File: config.mk
export PLATFORM = sky130hd
export DESIGN_NAME = lspcd_fifo
export DESIGN_NICKNAME = d
export VERILOG_FILES = /design/src/rtl/lspcd_pkg.sv /design/src/rtl/lspcd_fifo.sv
export SDC_FILE = /design/constraint.sdc
export NUM_CORES = 1
export LEC_CHECK = 0
export BUFFER_PORTS_ARGS = -buffer_cell sky130_fd_sc_hd__buf_4
export CAP_MARGIN = 20
export CORE_UTILIZATION = 60
export CTS_CLUSTER_SIZE = 30
export DETAILED_ROUTE_END_ITERATION = 6
export GPL_TIMING_DRIVEN = 0
export HOLD_SLACK_MARGIN = 0.06
export PLACE_DENSITY = 0.83
export SYNTH_ARGS = -nofsm -noshare
export SYNTH_HDL_FRONTEND = slang
export SYNTH_SLANG_ARGS = --single-unit
File: constraint.sdc
create_clock -name clk -period 4.9 [get_ports clk]
set_clock_uncertainty 0.05 [all_clocks]
set_input_delay 0.245 -clock clk [delete_from_list [all_inputs] [get_ports clk]]
set_output_delay 0.245 -clock clk [all_outputs]
set_load 0.02 [all_outputs]
File: src/rtl/lspcd_pkg.sv
// shared types and constants for the pilot complex divide block
`timescale 1ns / 1ps
`default_nettype none

package lspcd_pkg;

  localparam int SAMPLE_WIDTH_DEF = 16;
  localparam int CFG_WIDTH        = 32;
  localparam logic [CFG_WIDTH-1:0] MIN_POWER_RESET = CFG_WIDTH'(100);
  localparam int FIFO_DEPTH       = 4;

  // per-item classification carried from the front end to the divider
  typedef struct packed {
    logic too_small;
    logic neg_re;
    logic neg_im;
  } lspcd_flags_t;

endpackage

`default_nettype wire

File: src/rtl/lspcd_fifo.sv
// short register queue between the classifier and the divider pipeline
`timescale 1ns / 1ps
`default_nettype none

module lspcd_fifo #(
  parameter int DATA_W = 8,
  parameter int DEPTH  = lspcd_pkg::FIFO_DEPTH
) (
  input  wire logic              clk,
  input  wire logic              rst_n,
  input  wire logic              push_i,
  input  wire logic [DATA_W-1:0] push_data_i,
  output logic                   full_o,
  input  wire logic              pop_i,
  output logic [DATA_W-1:0]      pop_data_o,
  output logic                   valid_o
);

  localparam int PTR_W = (DEPTH > 1) ? $clog2(DEPTH) : 1;
  localparam int CNT_W = $clog2(DEPTH + 1);
  localparam logic [PTR_W-1:0] LAST_PTR = PTR_W'(DEPTH - 1);

  logic [DATA_W-1:0] mem_r [DEPTH];
  logic [PTR_W-1:0]  wr_ptr_r, wr_ptr_nxt;
  logic [PTR_W-1:0]  rd_ptr_r, rd_ptr_nxt;
  logic [CNT_W-1:0]  count_r, count_nxt;
  logic              do_push, do_pop;

  assign full_o     = (count_r == CNT_W'(DEPTH));
  assign valid_o    = (count_r != '0);
  assign pop_data_o = mem_r[rd_ptr_r];
  assign do_push    = push_i && !full_o;
  assign do_pop     = pop_i && valid_o;

  always_comb begin
    wr_ptr_nxt = wr_ptr_r;
    rd_ptr_nxt = rd_ptr_r;
    count_nxt  = count_r;
    if (do_push) begin
      wr_ptr_nxt = (wr_ptr_r == LAST_PTR) ? '0 : wr_ptr_r + 1'b1;
    end
    if (do_pop) begin
      rd_ptr_nxt = (rd_ptr_r == LAST_PTR) ? '0 : rd_ptr_r + 1'b1;
    end
    case ({do_push, do_pop})
      2'b10:   count_nxt = count_r + 1'b1;
      2'b01:   count_nxt = count_r - 1'b1;
      default: count_nxt = count_r;
    endcase
  end

  always_ff @(posedge clk) begin
    if (!rst_n) begin
      wr_ptr_r <= '0;
      rd_ptr_r <= '0;
      count_r  <= '0;
    end else begin
      wr_ptr_r <= wr_ptr_nxt;
      rd_ptr_r <= rd_ptr_nxt;
      count_r  <= count_nxt;
    end
  end

  always_ff @(posedge clk) begin
    if (do_push) begin
      mem_r[wr_ptr_r] <= push_data_i;
    end
  end

endmodule

`default_nettype wire

==> results.md <==
* Crit-path leading delay family: simple AND/OR/NAND/NOR gates
* Vias in the first global route at 918
* Cells after Synth at 98
* Compound-Gate Fraction of Synth Area at around 2.1%
* Largest net degree at the start of global routing at 13
* Commonest cells after routing, fill and taps aside: 32 x edfxtp_1, 21 x buf_4, 9 x dfxtp_1
* Routed vias at about 910
* Root buf cell: clkbuf_4
* Synth top area share at between 50% and 60%
* Final slew viol count at 0
* Worst path max stage delay at 410 ps
* Final cell count without fillers at about 170
* Port bufs at 21
* Distinct cells, synth at 21
* CTS buffer count at 5
* Cell Rows at 18
* Final hold vios at 0
* I/O pin total at 22
* Mux share of post-synthesis cell area at approximately an eighth
* Area contributors post-synth: edfxtp_1 58%, dfxtp_1 11%, mux4_2 11%
* Post-Syn Area per Cell at 16.8 um^2
* Clock buffer depth at 2
* Pre-CTS setup slack at 2620 ps
* Total die area at 0.00296 mm^2
* Layout cells sized above 1 at 28.1%
* Antenna fix cells at 0
* Worst Hold Slack at 149 ps
* Cell Area, Synth at 0.00165 mm^2
* Nets at 153
* Largest family of logic cells by synthesized area: multiplexers
* DRT Pass-1 Iters at 4
* Worst-margin pin slew at 568 ps
* RSZ-0062 raised after global routing: no
* Met2 GRT Util at a little under two fifths
* Tcrit/Tclk final at 48.8%
* # DRC at 0
* Slowest stage cell on the critical path: dfxtp_1
* Post-Synth Adder-Cell Area at 5.78%
* Drt wl/cell at roughly 17 um
* Crit. End Element: register
* Yosys reg bits at 41
* Static Leak at 0.745 nW
* Worst path cell trace: nor3b_2, nor2b_1, buf_2, inv_1, ha_1, inv_1, fa_1, xor2_1, or3_1, a21boi_0
* CP required at ~5100 ps
* GR peak layer: met2
* WS Path Type: register to register
* Initial DRC count at 19
* Clock sink count at 41
* Synth Area in Simple Gates at 6.84%
* Status: completed
* Design Area, Final at 0.00200 mm^2
* Placer congestion estimate at 0.739
* Reg2Reg Setup Slack at 2510 ps
* Critical Path Most Common Cell: inv_1
* Setup bufs post-CTS at 0
* Clock period minus worst slack at 2390 ps
* Final setup vio count at 0
* Met3 GRT Util at 6.94%
* Filler cell count at ~150
* Hold/Removal Path Class: input pin to register
* Reg clk slew, reported paths at 110 ps
* Dpl cell area at 0.00184 mm^2
* MaxCap Viol Count at 0
* DP HPWL at 1890 um
* Max VDD drop at 0.000351 V
* Core area at approximately 0.0025 mm^2
* Pwr Total at 0.960 mW
* Worst Setup Start Kind: register
* Antenna violations before repair at 0
* Final ANT Viol Nets at 0
* Part of the Yosys area used for sequential elements at 69.4%
* Xor and xnor fraction of the mapped netlist area at approximately 1.1%
* CTS tree: done
* Vias/cell at about 5.5
* Wire length of the first global-routing pass at 4410 um
* Synth Net Count at between 100 and 150
* H-Tree Depth at 2
* Die Span X at 54.4 um
* Dpl cells at roughly 150
* Initial Utilization at 64.7%
* Min setup slack post-route at 2510 ps
* Overflow after GRT at 0
* Slew margin rel. at 61.8%
* Clk Latency, worst-skew pair at ~340 ps
* PwrDens at 481 mW/mm^2
* Layout Utilization at roughly 78%
* Drt total wl at 2790 um
* GRT Util Overall at 23.2%
* Cell taking the most area after synthesis: edfxtp_1
* GRT met1 Usage at between 20 and 30%
* Leading cell type in the layout, fill and taps excluded: edfxtp_1
* Buf/Inv on CP at 3
* Synth Warn # at 0
* Final setup TNS at 0 ps
* Fmax at 0.419 GHz
* Crit path max fanout at 7
* Area growth syn-to-layout at 21.3%
* Critical path arrival at 2600 ps
* Die Span Y at 54.4 um
==> worst min-delay path: cells and delay by family <==
| family | cells | cell delay, ps |
|---|---|---|
| AO/OA/AOI/OAI | 1 | 80 |
| buffers and inverters | 1 | 110 |
| AND/OR/NAND/NOR | 1 | 40 |
==> Yosys cell counts <==
master     n
clkbuf_1   2
nand3_1    2
xnor2_1    1
buf_2      2
mux2i_1    2
inv_1      7
fa_1       1
mux4_2     8
o21ai_0    4
dfxtp_1    9
nand2_1    7
ha_1       6
edfxtp_1  32
o31ai_1    1
nor2b_1    1
a21boi_0   1
nor3b_2    1
xor2_1     1
and2_1     6
nor2_1     2
or3_1      2
==> final timing paths <==
kind / end / cells after the start / from
worst min-delay path: rd_ptr_r[1] / 3 / rst_n
worst max-delay path: count_r[2] / 10 / count_r[2]
worst min register to register: wr_ptr_r[1] / 2 / wr_ptr_r[1]
worst max register to register: count_r[2] / 10 / count_r[2]
==> repair_timing <==
| item | CTS | global route |
|---|---|---|
| endpoints found under the hold margin | 32 | 0 |
| endpoints found under the setup margin | 0 | 0 |
| gates resized for setup | 0 | 0 |
| hold buffers | 8 | 0 |
==> sequential cells by signal (all words and copies together) (netlist names), named ones only <==
signal	flops
count_r	3
mem_r	32
wr_ptr_r	2
rd_ptr_r	2
==> logic make-up after synthesis <==
logic type	Yosys count
muxes	10
AOI/OAI and AO/OA	6
buffers and inverters	11
adders and majority gates	7
and+or+nand+nor	21
xor gates and xnor gates	2
DFF	41
==> final cells by class <==
class	count	area [um^2]	area share, %
timing repair buffer	29	238	11.9
tap	30	37.5	1.88
sequential	41	1140	57.2
inverter	7	26.3	1.32
buffer	4	17.5	0.878
clock inverter	2	33.8	1.69
clock buffer	6	41.3	2.07
multi-input combinational	46	460	23.1
==> routing by layer <==
metal	vias up	wire length [um]
li1	433	-
met4	0	45
met3	6	98
met5	-	0
met1	450	1170
met2	20	1480
==> power by group <==
part / internal [mW] / switching (mW)
logic: 0.144 / 0.155
registers: 0.425 / 0.0256
clock network: 0.106 / 0.104
Power figures use the tool's default switching activity.
