### config.mk
export PLATFORM = sky130hd
export DESIGN_NAME = lspcd_front
export DESIGN_NICKNAME = d
export VERILOG_FILES = /design/src/rtl/lspcd_pkg.sv /design/src/rtl/lspcd_front.sv
export SDC_FILE = /design/constraint.sdc
export NUM_CORES = 2
export LEC_CHECK = 0
export BUFFER_PORTS_ARGS = -buffer_cell sky130_fd_sc_hd__buf_4
export CORE_AREA = 2 2 383 385
export DETAILED_ROUTE_END_ITERATION = 7
export DIE_AREA = 0 0 385 387
export PLACE_DENSITY = 0.67
export SLEW_MARGIN = 20
export SYNTH_ARGS = -nofsm -noshare
export SYNTH_HDL_FRONTEND = slang
export SYNTH_SLANG_ARGS = --single-unit
### constraint.sdc
create_clock -name clk -period 9.5 [get_ports clk]
set_input_delay 0.475 -clock clk [delete_from_list [all_inputs] [get_ports clk]]
set_output_delay 0.475 -clock clk [all_outputs]
set_load 0.02 [all_outputs]
### src/rtl/lspcd_pkg.sv
// shared types and constants for the pilot complex divide block
`timescale 1ns / 1ps
`default_nettype none

package lspcd_pkg;

  localparam int SAMPLE_WIDTH_DEF = 16;
  localparam int CFG_WIDTH        = 32;
  localparam logic [CFG_WIDTH-1:0] MIN_POWER_RESET = CFG_WIDTH'(100);
  localparam int FIFO_DEPTH       = 4;

  // per-item classification carried from the front end to the divider
  typedef struct packed {
    logic too_small;
    logic neg_re;
    logic neg_im;
  } lspcd_flags_t;

endpackage

`default_nettype wire

### src/rtl/lspcd_front.sv
// front end: products, reference power, threshold check and numerator magnitudes
`timescale 1ns / 1ps
`default_nettype none

module lspcd_front #(
  parameter int SAMPLE_WIDTH = lspcd_pkg::SAMPLE_WIDTH_DEF
) (
  input  wire logic                           clk,
  input  wire logic                           rst_n,
  input  wire logic                           cfg_wr_en,
  input  wire logic [lspcd_pkg::CFG_WIDTH-1:0] cfg_wr_data,
  input  wire logic                           in_valid_i,
  output logic                                in_ready_o,
  input  wire logic signed [SAMPLE_WIDTH-1:0] rx_re_i,
  input  wire logic signed [SAMPLE_WIDTH-1:0] rx_im_i,
  input  wire logic signed [SAMPLE_WIDTH-1:0] ref_re_i,
  input  wire logic signed [SAMPLE_WIDTH-1:0] ref_im_i,
  output logic                                push_o,
  input  wire logic                           full_i,
  output lspcd_pkg::lspcd_flags_t             flags_o,
  output logic [2*SAMPLE_WIDTH-1:0]           mag_re_o,
  output logic [2*SAMPLE_WIDTH-1:0]           mag_im_o,
  output logic [SAMPLE_WIDTH:0]               div_o
);

  import lspcd_pkg::*;

  localparam int SW  = SAMPLE_WIDTH;
  localparam int PW  = 2 * SW;
  localparam int NW  = 2 * SW + 1;
  localparam int CW  = (PW > CFG_WIDTH) ? PW : CFG_WIDTH;

  logic [CFG_WIDTH-1:0] min_power_r;
  logic                 f_en;
  logic                 va_r, vb_r;

  logic signed [PW-1:0] p_rr_r, p_ii_r, p_ir_r, p_ri_r, p_xr_r, p_xi_r;

  logic signed [NW-1:0] num_re, num_im;
  logic [PW-1:0]        power;
  logic [SW:0]          div_nxt;
  lspcd_flags_t         flags_nxt;
  logic [PW-1:0]        mag_re_nxt, mag_im_nxt;
  logic [NW-1:0]        abs_re, abs_im;

  lspcd_flags_t         flags_r;
  logic [PW-1:0]        mag_re_r, mag_im_r;
  logic [SW:0]          div_r;

  // whole front end stalls only when its last stage holds and the queue is full
  assign f_en       = !vb_r || !full_i;
  assign in_ready_o = f_en;
  assign push_o     = vb_r && !full_i;
  assign flags_o    = flags_r;
  assign mag_re_o   = mag_re_r;
  assign mag_im_o   = mag_im_r;
  assign div_o      = div_r;

  always_ff @(posedge clk) begin
    if (!rst_n) begin
      min_power_r <= MIN_POWER_RESET;
    end else if (cfg_wr_en) begin
      min_power_r <= cfg_wr_data;
    end
  end

  always_ff @(posedge clk) begin
    if (!rst_n) begin
      va_r <= 1'b0;
      vb_r <= 1'b0;
    end else if (f_en) begin
      va_r <= in_valid_i;
      vb_r <= va_r;
    end
  end

  always_ff @(posedge clk) begin
    if (f_en) begin
      p_rr_r <= PW'(rx_re_i) * PW'(ref_re_i);
      p_ii_r <= PW'(rx_im_i) * PW'(ref_im_i);
      p_ir_r <= PW'(rx_im_i) * PW'(ref_re_i);
      p_ri_r <= PW'(rx_re_i) * PW'(ref_im_i);
      p_xr_r <= PW'(ref_re_i) * PW'(ref_re_i);
      p_xi_r <= PW'(ref_im_i) * PW'(ref_im_i);
    end
  end

  always_comb begin
    // y * conj(x); power never exceeds 2^(2w-1) so it fits unsigned in 2w bits
    num_re  = NW'(p_rr_r) + NW'(p_ii_r);
    num_im  = NW'(p_ir_r) - NW'(p_ri_r);
    power   = PW'(p_xr_r) + PW'(p_xi_r);
    div_nxt = (SW+1)'(power >> (SW - 1));
    abs_re  = num_re[NW-1] ? (NW'(0) - num_re) : num_re;
    abs_im  = num_im[NW-1] ? (NW'(0) - num_im) : num_im;
    mag_re_nxt = abs_re[PW-1:0];
    mag_im_nxt = abs_im[PW-1:0];
    flags_nxt.too_small = (CW'(power) < CW'(min_power_r)) || (div_nxt == '0);
    flags_nxt.neg_re    = num_re[NW-1];
    flags_nxt.neg_im    = num_im[NW-1];
  end

  always_ff @(posedge clk) begin
    if (f_en) begin
      flags_r  <= flags_nxt;
      mag_re_r <= mag_re_nxt;
      mag_im_r <= mag_im_nxt;
      div_r    <= div_nxt;
    end
  end

endmodule

`default_nettype wire

==> impl_metrics.yaml <==
die:
  fp.coreArea_um2: 145000
  fp.dieH_um: 387
  io_pins: 187
  rows: 140
  fp.dieW_um: 385
  initial_core_util: 0.506
  die-area_um2: 149000
sta:
  worst_slew_pin_slew_ps: 890
  finalCritPeriodShare: 0.747
  drv_slew: 0
  fmax_ghz: 0.141
  slew_headroom: 0.391
  setup_viol: 0
  rsz0062_at_grt: "no"
  final.setup.tns_ps: 0
  hold_viol_final: 0
  period_minus_slack_ps: 7100
  finClkSkew_ps: 22.1
  whs_ps: 88.8
clock_tree:
  cts.path.max_buffers: 3
  cts_tree: "yes"
  root_buffer: "clkbuf_16"
  cts_sinks: 308
  htreeDepth: 2
  postCtsHoldBufs: 0
  post_cts_buffers: 0
  numCtsBuffers: 39
  cts_resized: 0
  path_clk_slew_ps: 60
  clk_latency_ps: 620
synth:
  avgSynthCellArea_um2: 9.58
  ys_seq_area_frac: 0.122
  synthesis.instances: 7649
  synthArstFlopShare: 0
  synth-edff-count: 274
  yosys_warnings: 0
  ys_ff_latch: 308
  synth.distinct_cells: 104
  syn-num-nets: 9909
  ys.flop_type: "edfxtp_1"
  synth_area_um2: 73300
setup_path:
  path_max_fanout: 47
  start_kind: "input port"
  cpMostUsedCell: "fa_1"
  criticalPathCategory: "in2reg"
  cp.arrival_ps: 7460
  cpMaxStageDelayCell: "buf_4"
  max_stage_delay_ps: 570
  crit_path_end_kind: "flop"
  critPathRequiredTime_ps: 9870
detailed_routing:
  wl_per_cell_um: 18.4
  drt_iter0_markers: 3503
  drt_wl_total_um: 176000
  vias: 50800
  drc: 0
  ant_nets: 0
  drt-pass1-iter-count: 6
  via_per_inst: 5.31
grt:
  grt_max_degree: 100
  grt_pass1_wl_um: 292000
  antenna_found_initial: 24
  grt_pass1_vias: 54500
  globalRouteOverflowTotal: 0
  grt_use_total: 0.248
placement:
  dpl.cell_count: 9472
  place_congestion: 0.894
  place_area_um2: 76100
  dp_hpwl_um: 138000
  portBuffers: 186
layout:
  layout_commonest_cell: "inv_1"
  syn_to_final_growth_pct: 5.50
  fin_area_um2: 77300
  drive_gt1_frac: 0.0434
  final_cell_mix: "inv_1 (1868), fa_1 (1516), nand2_1 (718)"
  multi_input_area_um2: 56300
  stdcell_count: 9550
  register_area_um2: 8910
  fin_nets: 9856
  fillers: 12900
worst_hold_path:
  hold_class: "in2reg"
outcome:
  outcome: "completed"
job:
  max_cap_violations: 0
==> critical path: cells and delay by family <==
kind	cells	cell delay (ps)
adder cells (fa/ha/maj)	7	3210
XOR/XNOR	1	80
AND/OR/NAND/NOR	2	550
AO/OA/AOI/OAI	10	1950
buffers and inverters	6	1150
==> final timing paths <==
path                   from        endpoint  slack (ps)  cells past startpoint
max             ref_im_i[2]      p_xi_r[31]        2400                     26
min          cfg_wr_data[2]  min_power_r[2]          90                      3
max reg2reg       p_xi_r[3]      flags_o[2]        4510                     21
min reg2reg  min_power_r[2]  min_power_r[2]         490                      2
==> state kept, by name (all words and copies together) (netlist names), 32 cells and up <==
signal,cells
mag_im_o,32
mag_re_o,32
min_power_r,32
p_ii_r,32
p_ir_r,32
p_ri_r,32
p_rr_r,32
==> cell usage after synthesis, types with 8 or more instances <==
cell type  number  share of area
nor2b_1        63         0.0054
nor3_1         46         0.0031
inv_1        1869          0.096
nand2b_1       48         0.0041
or3_1          14         0.0012
buf_1          13        0.00067
buf_2           8        0.00055
or2_2          14         0.0012
nor2_1        262          0.013
a31o_2         16         0.0019
and3_1         24         0.0020
o21ai_1        18         0.0012
a21oi_1       214          0.015
a21o_1        115          0.012
a31oi_1        30         0.0026
o211ai_1       18         0.0018
mux2i_1        35         0.0048
o21a_1         41         0.0042
nand2_1       719          0.037
a211oi_1       14         0.0014
fa_1         1516           0.41
o21ai_0        99         0.0068
xnor2_1       285          0.034
o21bai_1       42         0.0043
nand4_1        21         0.0018
ha_1          643           0.11
a2111oi_0       8        0.00096
xor2_1         76         0.0091
edfxtp_1      274           0.11
nor3b_1         8        0.00082
dfxtp_1        34         0.0093
clkbuf_1      265          0.014
o31ai_1        17         0.0017
and2_1        576          0.049
a211o_1        10         0.0012
nand3_1        44         0.0030
==> metrics by stage <==
step | util | setup WS, ps
final | 0.534 | 2400
after global routing | 0.534 | 2020
after CTS | 0.534 | 2500
after detailed placement | 0.525 | 1840
after global placement | 0.525 | 1910
after floorplan | - | 2410
==> cells by family (layout without fill, tap and decap cells) <==
group                      after synthesis  after routing  synth area share
xor gates and xnor gates               363            363            0.0437
other                                    0              9                 0
DFF                                    308            308             0.122
muxes                                   35             35           0.00478
AOI/OAI and AO/OA                      728            728            0.0663
and+or+nand+nor                       1892           1892             0.129
buffers and inverters                 2164           2139             0.111
adders and majority gates             2159           2159             0.524
==> area by class of cell <==
class                           count  share of cell area
Multi-Input combinational cell   5177               0.727
Sequential cell                   308               0.115
Inverter                         1873              0.0909
Tap cell                         1917              0.0310
Timing Repair Buffer              197              0.0193
Clock buffer                       44              0.0129
Clock inverter                     25             0.00311
Antenna cell                        9            0.000291
==> layer usage <==
| layer | routed length, um | vias up | track usage |
|---|---|---|---|
| li1 | - | 23000 | - |
| met1 | 76400 | 26000 | 0.349 |
| met2 | 83900 | 1437 | 0.404 |
| met3 | 11100 | 241 | 0.0324 |
| met4 | 4620 | 14 | 0.0643 |
| met5 | 93 | - | 0 |
Power is left out: the tool's default activity adds up to more than one toggle a clock period on the data nets, which glitch-free logic cannot reach.
