$ cat src/rtl/lspcd_pkg.sv
// shared types and constants for the pilot complex divide block
`timescale 1ns / 1ps
`default_nettype none

package lspcd_pkg;

  localparam int SAMPLE_WIDTH_DEF = 16;
  localparam int CFG_WIDTH        = 32;
  localparam logic [CFG_WIDTH-1:0] MIN_POWER_RESET = CFG_WIDTH'(100);
  localparam int FIFO_DEPTH       = 4;

  // per-item classification carried from the front end to the divider
  typedef struct packed {
    logic too_small;
    logic neg_re;
    logic neg_im;
  } lspcd_flags_t;

endpackage

`default_nettype wire

$ cat src/rtl/lspcd_back.sv
// back end: pipelined restoring divider, one quotient bit per stage after saturation
`timescale 1ns / 1ps
`default_nettype none

module lspcd_back #(
  parameter int SAMPLE_WIDTH = lspcd_pkg::SAMPLE_WIDTH_DEF
) (
  input  wire logic                    clk,
  input  wire logic                    rst_n,
  input  wire logic                    q_valid_i,
  output logic                         q_pop_o,
  input  wire lspcd_pkg::lspcd_flags_t q_flags_i,
  input  wire logic [2*SAMPLE_WIDTH-1:0] q_mag_re_i,
  input  wire logic [2*SAMPLE_WIDTH-1:0] q_mag_im_i,
  input  wire logic [SAMPLE_WIDTH:0]   q_div_i,
  output logic                         out_valid_o,
  input  wire logic                    out_ready_i,
  output logic [SAMPLE_WIDTH-1:0]      est_re_o,
  output logic [SAMPLE_WIDTH-1:0]      est_im_o,
  output logic                         too_small_o
);

  import lspcd_pkg::*;

  localparam int SW = SAMPLE_WIDTH;
  localparam int PW = 2 * SW;
  localparam int NW = 2 * SW + 1;
  localparam logic [SW-1:0] SAT_MAX = {1'b0, {(SW-1){1'b1}}};

  logic              en;
  logic [SW-1:0]     v_r;
  lspcd_flags_t      fl_r  [SW];
  logic [SW:0]       d_r   [SW];
  logic [PW-1:0]     rre_r [SW];
  logic [PW-1:0]     rim_r [SW];
  logic [SW-2:0]     qre_r [SW];
  logic [SW-2:0]     qim_r [SW];
  logic              sre_r [SW];
  logic              sim_r [SW];

  logic              ov_r;
  logic [SW-1:0]     est_re_r, est_im_r, est_re_nxt, est_im_nxt;
  logic              ts_r;

  function automatic logic [SW-1:0] fmt(input logic ts, input logic neg, input logic sat,
                                        input logic [SW-2:0] q);
    logic [SW-1:0] m;
    m = sat ? SAT_MAX : {1'b0, q};
    if (ts) begin
      return '0;
    end
    return neg ? (SW'(0) - m) : m;
  endfunction

  // one global advance; the queue in front absorbs the stall
  assign en          = !ov_r || out_ready_i;
  assign q_pop_o     = en && q_valid_i;
  assign out_valid_o = ov_r;
  assign est_re_o    = est_re_r;
  assign est_im_o    = est_im_r;
  assign too_small_o = ts_r;

  always_ff @(posedge clk) begin
    if (!rst_n) begin
      v_r  <= '0;
      ov_r <= 1'b0;
    end else if (en) begin
      v_r  <= {v_r[SW-2:0], q_valid_i};
      ov_r <= v_r[SW-1];
    end
  end

  // first stage: quotient at or above 2^(w-1) saturates
  always_ff @(posedge clk) begin
    if (en) begin
      fl_r[0]  <= q_flags_i;
      d_r[0]   <= q_div_i;
      rre_r[0] <= q_mag_re_i;
      rim_r[0] <= q_mag_im_i;
      qre_r[0] <= '0;
      qim_r[0] <= '0;
      sre_r[0] <= NW'(q_mag_re_i) >= (NW'(q_div_i) << (SW - 1));
      sim_r[0] <= NW'(q_mag_im_i) >= (NW'(q_div_i) << (SW - 1));
    end
  end

  for (genvar j = 1; j < SW; j++) begin : g_stage
    logic [PW-1:0] dk;
    logic          bre, bim;

    assign dk  = PW'(d_r[j-1]) << (SW - 1 - j);
    assign bre = rre_r[j-1] >= dk;
    assign bim = rim_r[j-1] >= dk;

    always_ff @(posedge clk) begin
      if (en) begin
        fl_r[j]  <= fl_r[j-1];
        d_r[j]   <= d_r[j-1];
        sre_r[j] <= sre_r[j-1];
        sim_r[j] <= sim_r[j-1];
        rre_r[j] <= bre ? (rre_r[j-1] - dk) : rre_r[j-1];
        rim_r[j] <= bim ? (rim_r[j-1] - dk) : rim_r[j-1];
        qre_r[j] <= {qre_r[j-1][SW-3:0], bre};
        qim_r[j] <= {qim_r[j-1][SW-3:0], bim};
      end
    end
  end

  always_comb begin
    est_re_nxt = fmt(fl_r[SW-1].too_small, fl_r[SW-1].neg_re, sre_r[SW-1], qre_r[SW-1]);
    est_im_nxt = fmt(fl_r[SW-1].too_small, fl_r[SW-1].neg_im, sim_r[SW-1], qim_r[SW-1]);
  end

  always_ff @(posedge clk) begin
    if (en) begin
      est_re_r <= est_re_nxt;
      est_im_r <= est_im_nxt;
      ts_r     <= fl_r[SW-1].too_small;
    end
  end

endmodule

`default_nettype wire

$ cat config.mk
export PLATFORM = sky130hd
export DESIGN_NAME = lspcd_back
export DESIGN_NICKNAME = d
export VERILOG_FILES = /design/src/rtl/lspcd_pkg.sv /design/src/rtl/lspcd_back.sv
export SDC_FILE = /design/constraint.sdc
export NUM_CORES = 2
export LEC_CHECK = 0
export ABC_AREA = 0
export BUFFER_PORTS_ARGS = -buffer_cell sky130_fd_sc_hd__buf_4
export CAP_MARGIN = 10
export CORE_MARGIN = 2
export CORE_UTILIZATION = 38
export CTS_CLUSTER_SIZE = 8
export DETAILED_ROUTE_END_ITERATION = 10
export PLACE_DENSITY_LB_ADDON = 0.08
export SETUP_SLACK_MARGIN = 0.15
export SLEW_MARGIN = 5
export SYNTH_ARGS = -nofsm -noshare
export SYNTH_HDL_FRONTEND = slang
export SYNTH_SLANG_ARGS = --single-unit
$ cat constraint.sdc
create_clock -name clk -period 62.1 [get_ports clk]
set_input_delay 9.315 -clock clk [delete_from_list [all_inputs] [get_ports clk]]
set_output_delay 9.315 -clock clk [all_outputs]
set_load 0.02 [all_outputs]
==> results.cfg <==
[outcome]
outcome = completed

[clock_network]
clkLatencyLatePin_ns = 0.87
cts_tree = yes
cts_resized = 0
hold_buffers = 0
cts_root_buf = clkbuf_16
path_clk_slew_ns = 0.05
cts_buffers = 220
cts_max_path_buffers = 3
postCtsSetupBuffers = 0
cts.sinks = 1585
htree_levels = 4

[grt]
grt_usage_pct = 19.3
grt_pass1_wl_um = 334000
overflow = 0
antenna_found_initial = 4
grt_pass1_vias = 55800
grt_max_degree = 161

[timing]
worst_slack_ns = 42.14
drv_slew = 0
finalHoldViolations = 0
finalCritPeriodShare_pct = 32.1
hold_slack_ns = 0.412
skew_ns = 0.0408
relSlewSlack_pct = 27.4
setup_viol = 0
max_freq_mhz = 50.1
tns_ns = 0
min_period_ns = 19.96
rsz0062_at_grt = no
worst_pin_slew_ns = 1.08

[floorplanning]
die-height_um = 476
num_io_pins = 123
std_cell_rows = 173
core_area_sq_um = 222000
dieArea_sq_um = 226000
start_util_pct = 38.1
die_x_um = 476

[placed_design]
numPortBuffers = 122
routabilityCongestion = 0.921
dp.cells = 10300
dpl-instance-area_sq_um = 89100
dpl.hpwl_um = 172000
dp_slack_ns = 42.09

[worst_setup_path]
end_kind = primary output
path_delay_family = buffers and inverters
cp_max_fo = 126
crit_arrival_ns = 10.65
cp_cell_sequence = buf_4 -> nor2b_1 -> buf_4 -> inv_8 -> and2_1 -> buf_4
critPathRequiredTime_ns = 52.79
crit_path_start_kind = input port
criticalPathCategory = input port to primary output
slowest_stage = inv_8
r2r_setup_slack_ns = 57.03
path_common_cell = buf_4
cp_num_buf_inv = 4
cp_slowest_stage_delay_ns = 0.60

[logic_synthesis]
yosys-top-cells-count = edfxtp_1, nor2_1, ha_1, nand2_1, a21oi_1
synth_edf_count = 1568
ys.flop_type = edfxtp_1
synth_top_area_cell = edfxtp_1
syn_area_per_cell_sq_um = 11.7
synth.cell_area_sq_um = 84600
syn_nets = 7915
ys_async_sr_fraction_pct = 0
ys_warn_count = 0
synthCells = 7253
yosysMostFrequentCell = edfxtp_1
yosysSeqAreaShare_pct = 56.1
yosysTopAreaCellShare_pct = 55.7
ys_ff_latch = 1585
yosys.cell_types.count = 98
yosys-top-cells-area = edfxtp_1, ha_1, xnor2_1

[pwr]
p_leak_nw = 36.5
total_power_mw = 4.53
power.density_nw_per_um2 = 47.6
ir_drop_uv = 32.6

[cells_and_area]
stdcell_area_sq_um = 95200
post-route-util_pct = 42.9
layout-drive-gt1-share_pct = 8.26
num-nets-final = 8163
syn_to_final_growth_pct = 12.6
fin_cells = 10500

[flow_run]
maxCapViolations = 0

[detailed_routing]
drc = 0
vias = 55600
avgRoutedWirePerCell_um = 21.0
dr.pass1.iters = 6
totalWireLength_um = 221000
drt-initial-drc-count = 3514
ant_nets = 0
viasPerCell = 5.28

[hold_path]
min_path_type = flip-flop to flip-flop
## layer usage
metal / part of all wire [%] / vias up / track usage [%]
met3: 2.9 / 385 / 2.57
met4: 4.9 / 0 / 8.97
li1: - / 27600 / -
met1: 40 / 26700 / 21.9
met5: 0 / - / 0
met2: 52 / 910 / 35.7
## worst paths after layout
path	startpoint	to	depth (start not counted)
setup / recovery	out_ready_i	q_pop_o	6
hold / removal	fl_r[1][14]$_DFFE_PN_	fl_r[1][17]$_DFFE_PN_	0
setup reg to reg	out_valid_o$_SDFFE_PN0N_	rim_r[0][3]$_DFFE_PN_	7
hold reg to reg	fl_r[1][14]$_DFFE_PN_	fl_r[1][17]$_DFFE_PN_	0
## cells in the final DEF (no fill, tap or decap), types with 21 or more instances in the layout
master and n:
a21o_1 158, o21bai_1 46, nor2_1 588, o31ai_1 54, a31oi_1 48, nand2b_1 73
a21oi_1 530, a21boi_0 36, a211oi_1 58, edfxtp_1 1568, nand3_1 126, clkbuf_1 28
o2111ai_1 21, or2_2 32, nand2_1 540, and2_1 24, nand4_1 97, nor2b_1 86
or3_1 50, nor4_1 114, inv_1 435, o21ai_0 420, clkbuf_16 220, nor3_1 159
or4_1 27, o211ai_1 40, o21a_1 88, fa_1 28, buf_4 172, ha_1 546
and3_1 36, mux2_2 114, xor2_1 263, xnor2_1 311
## flip-flops by register name, indices dropped and copies added, names as in the netlist, 16 cells and up
register / flops
qre_r: 120
sim_r: 16
sre_r: 16
est_im_o: 16
qim_r: 120
est_re_o: 16
rim_r: 480
rre_r: 480
fl_r: 48
v_r: 16
d_r: 255
## power by group
group / total, mW / internal (mW) / switching (mW)
clock: 1.08 / 0.635 / 0.450
combinational: 1.65 / 0.720 / 0.931
sequential: 1.79 / 1.59 / 0.207
## layout make-up
cell class / count / area (sq um)
Fill cell: 20800 / 127000
Sequential cell: 1585 / 47400
Multi-Input combinational cell: 5081 / 35000
Clock buffer: 248 / 5610
Tap cell: 2975 / 3720
Inverter: 439 / 1660
Timing Repair Buffer: 174 / 1330
Clock inverter: 23 / 499
Antenna cell: 3 / 7.51
## kinds of logic (layout without fill, tap and decap cells)
| group | after synthesis | count (layout) | synth area share, % |
|---|---|---|---|
| adder cells (fa/ha/maj) | 574 | 574 | 8.74 |
| XOR/XNOR | 574 | 574 | 5.94 |
| AO/OA/AOI/OAI | 1725 | 1725 | 12.9 |
| other | 0 | 3 | 0 |
| buffers and inverters | 587 | 884 | 2.64 |
| multiplexers | 131 | 131 | 1.72 |
| AND/OR/NAND/NOR | 2077 | 2077 | 12.0 |
| flip-flops | 1585 | 1585 | 56.1 |
Note: power is estimated with default switching activity, not from simulation.
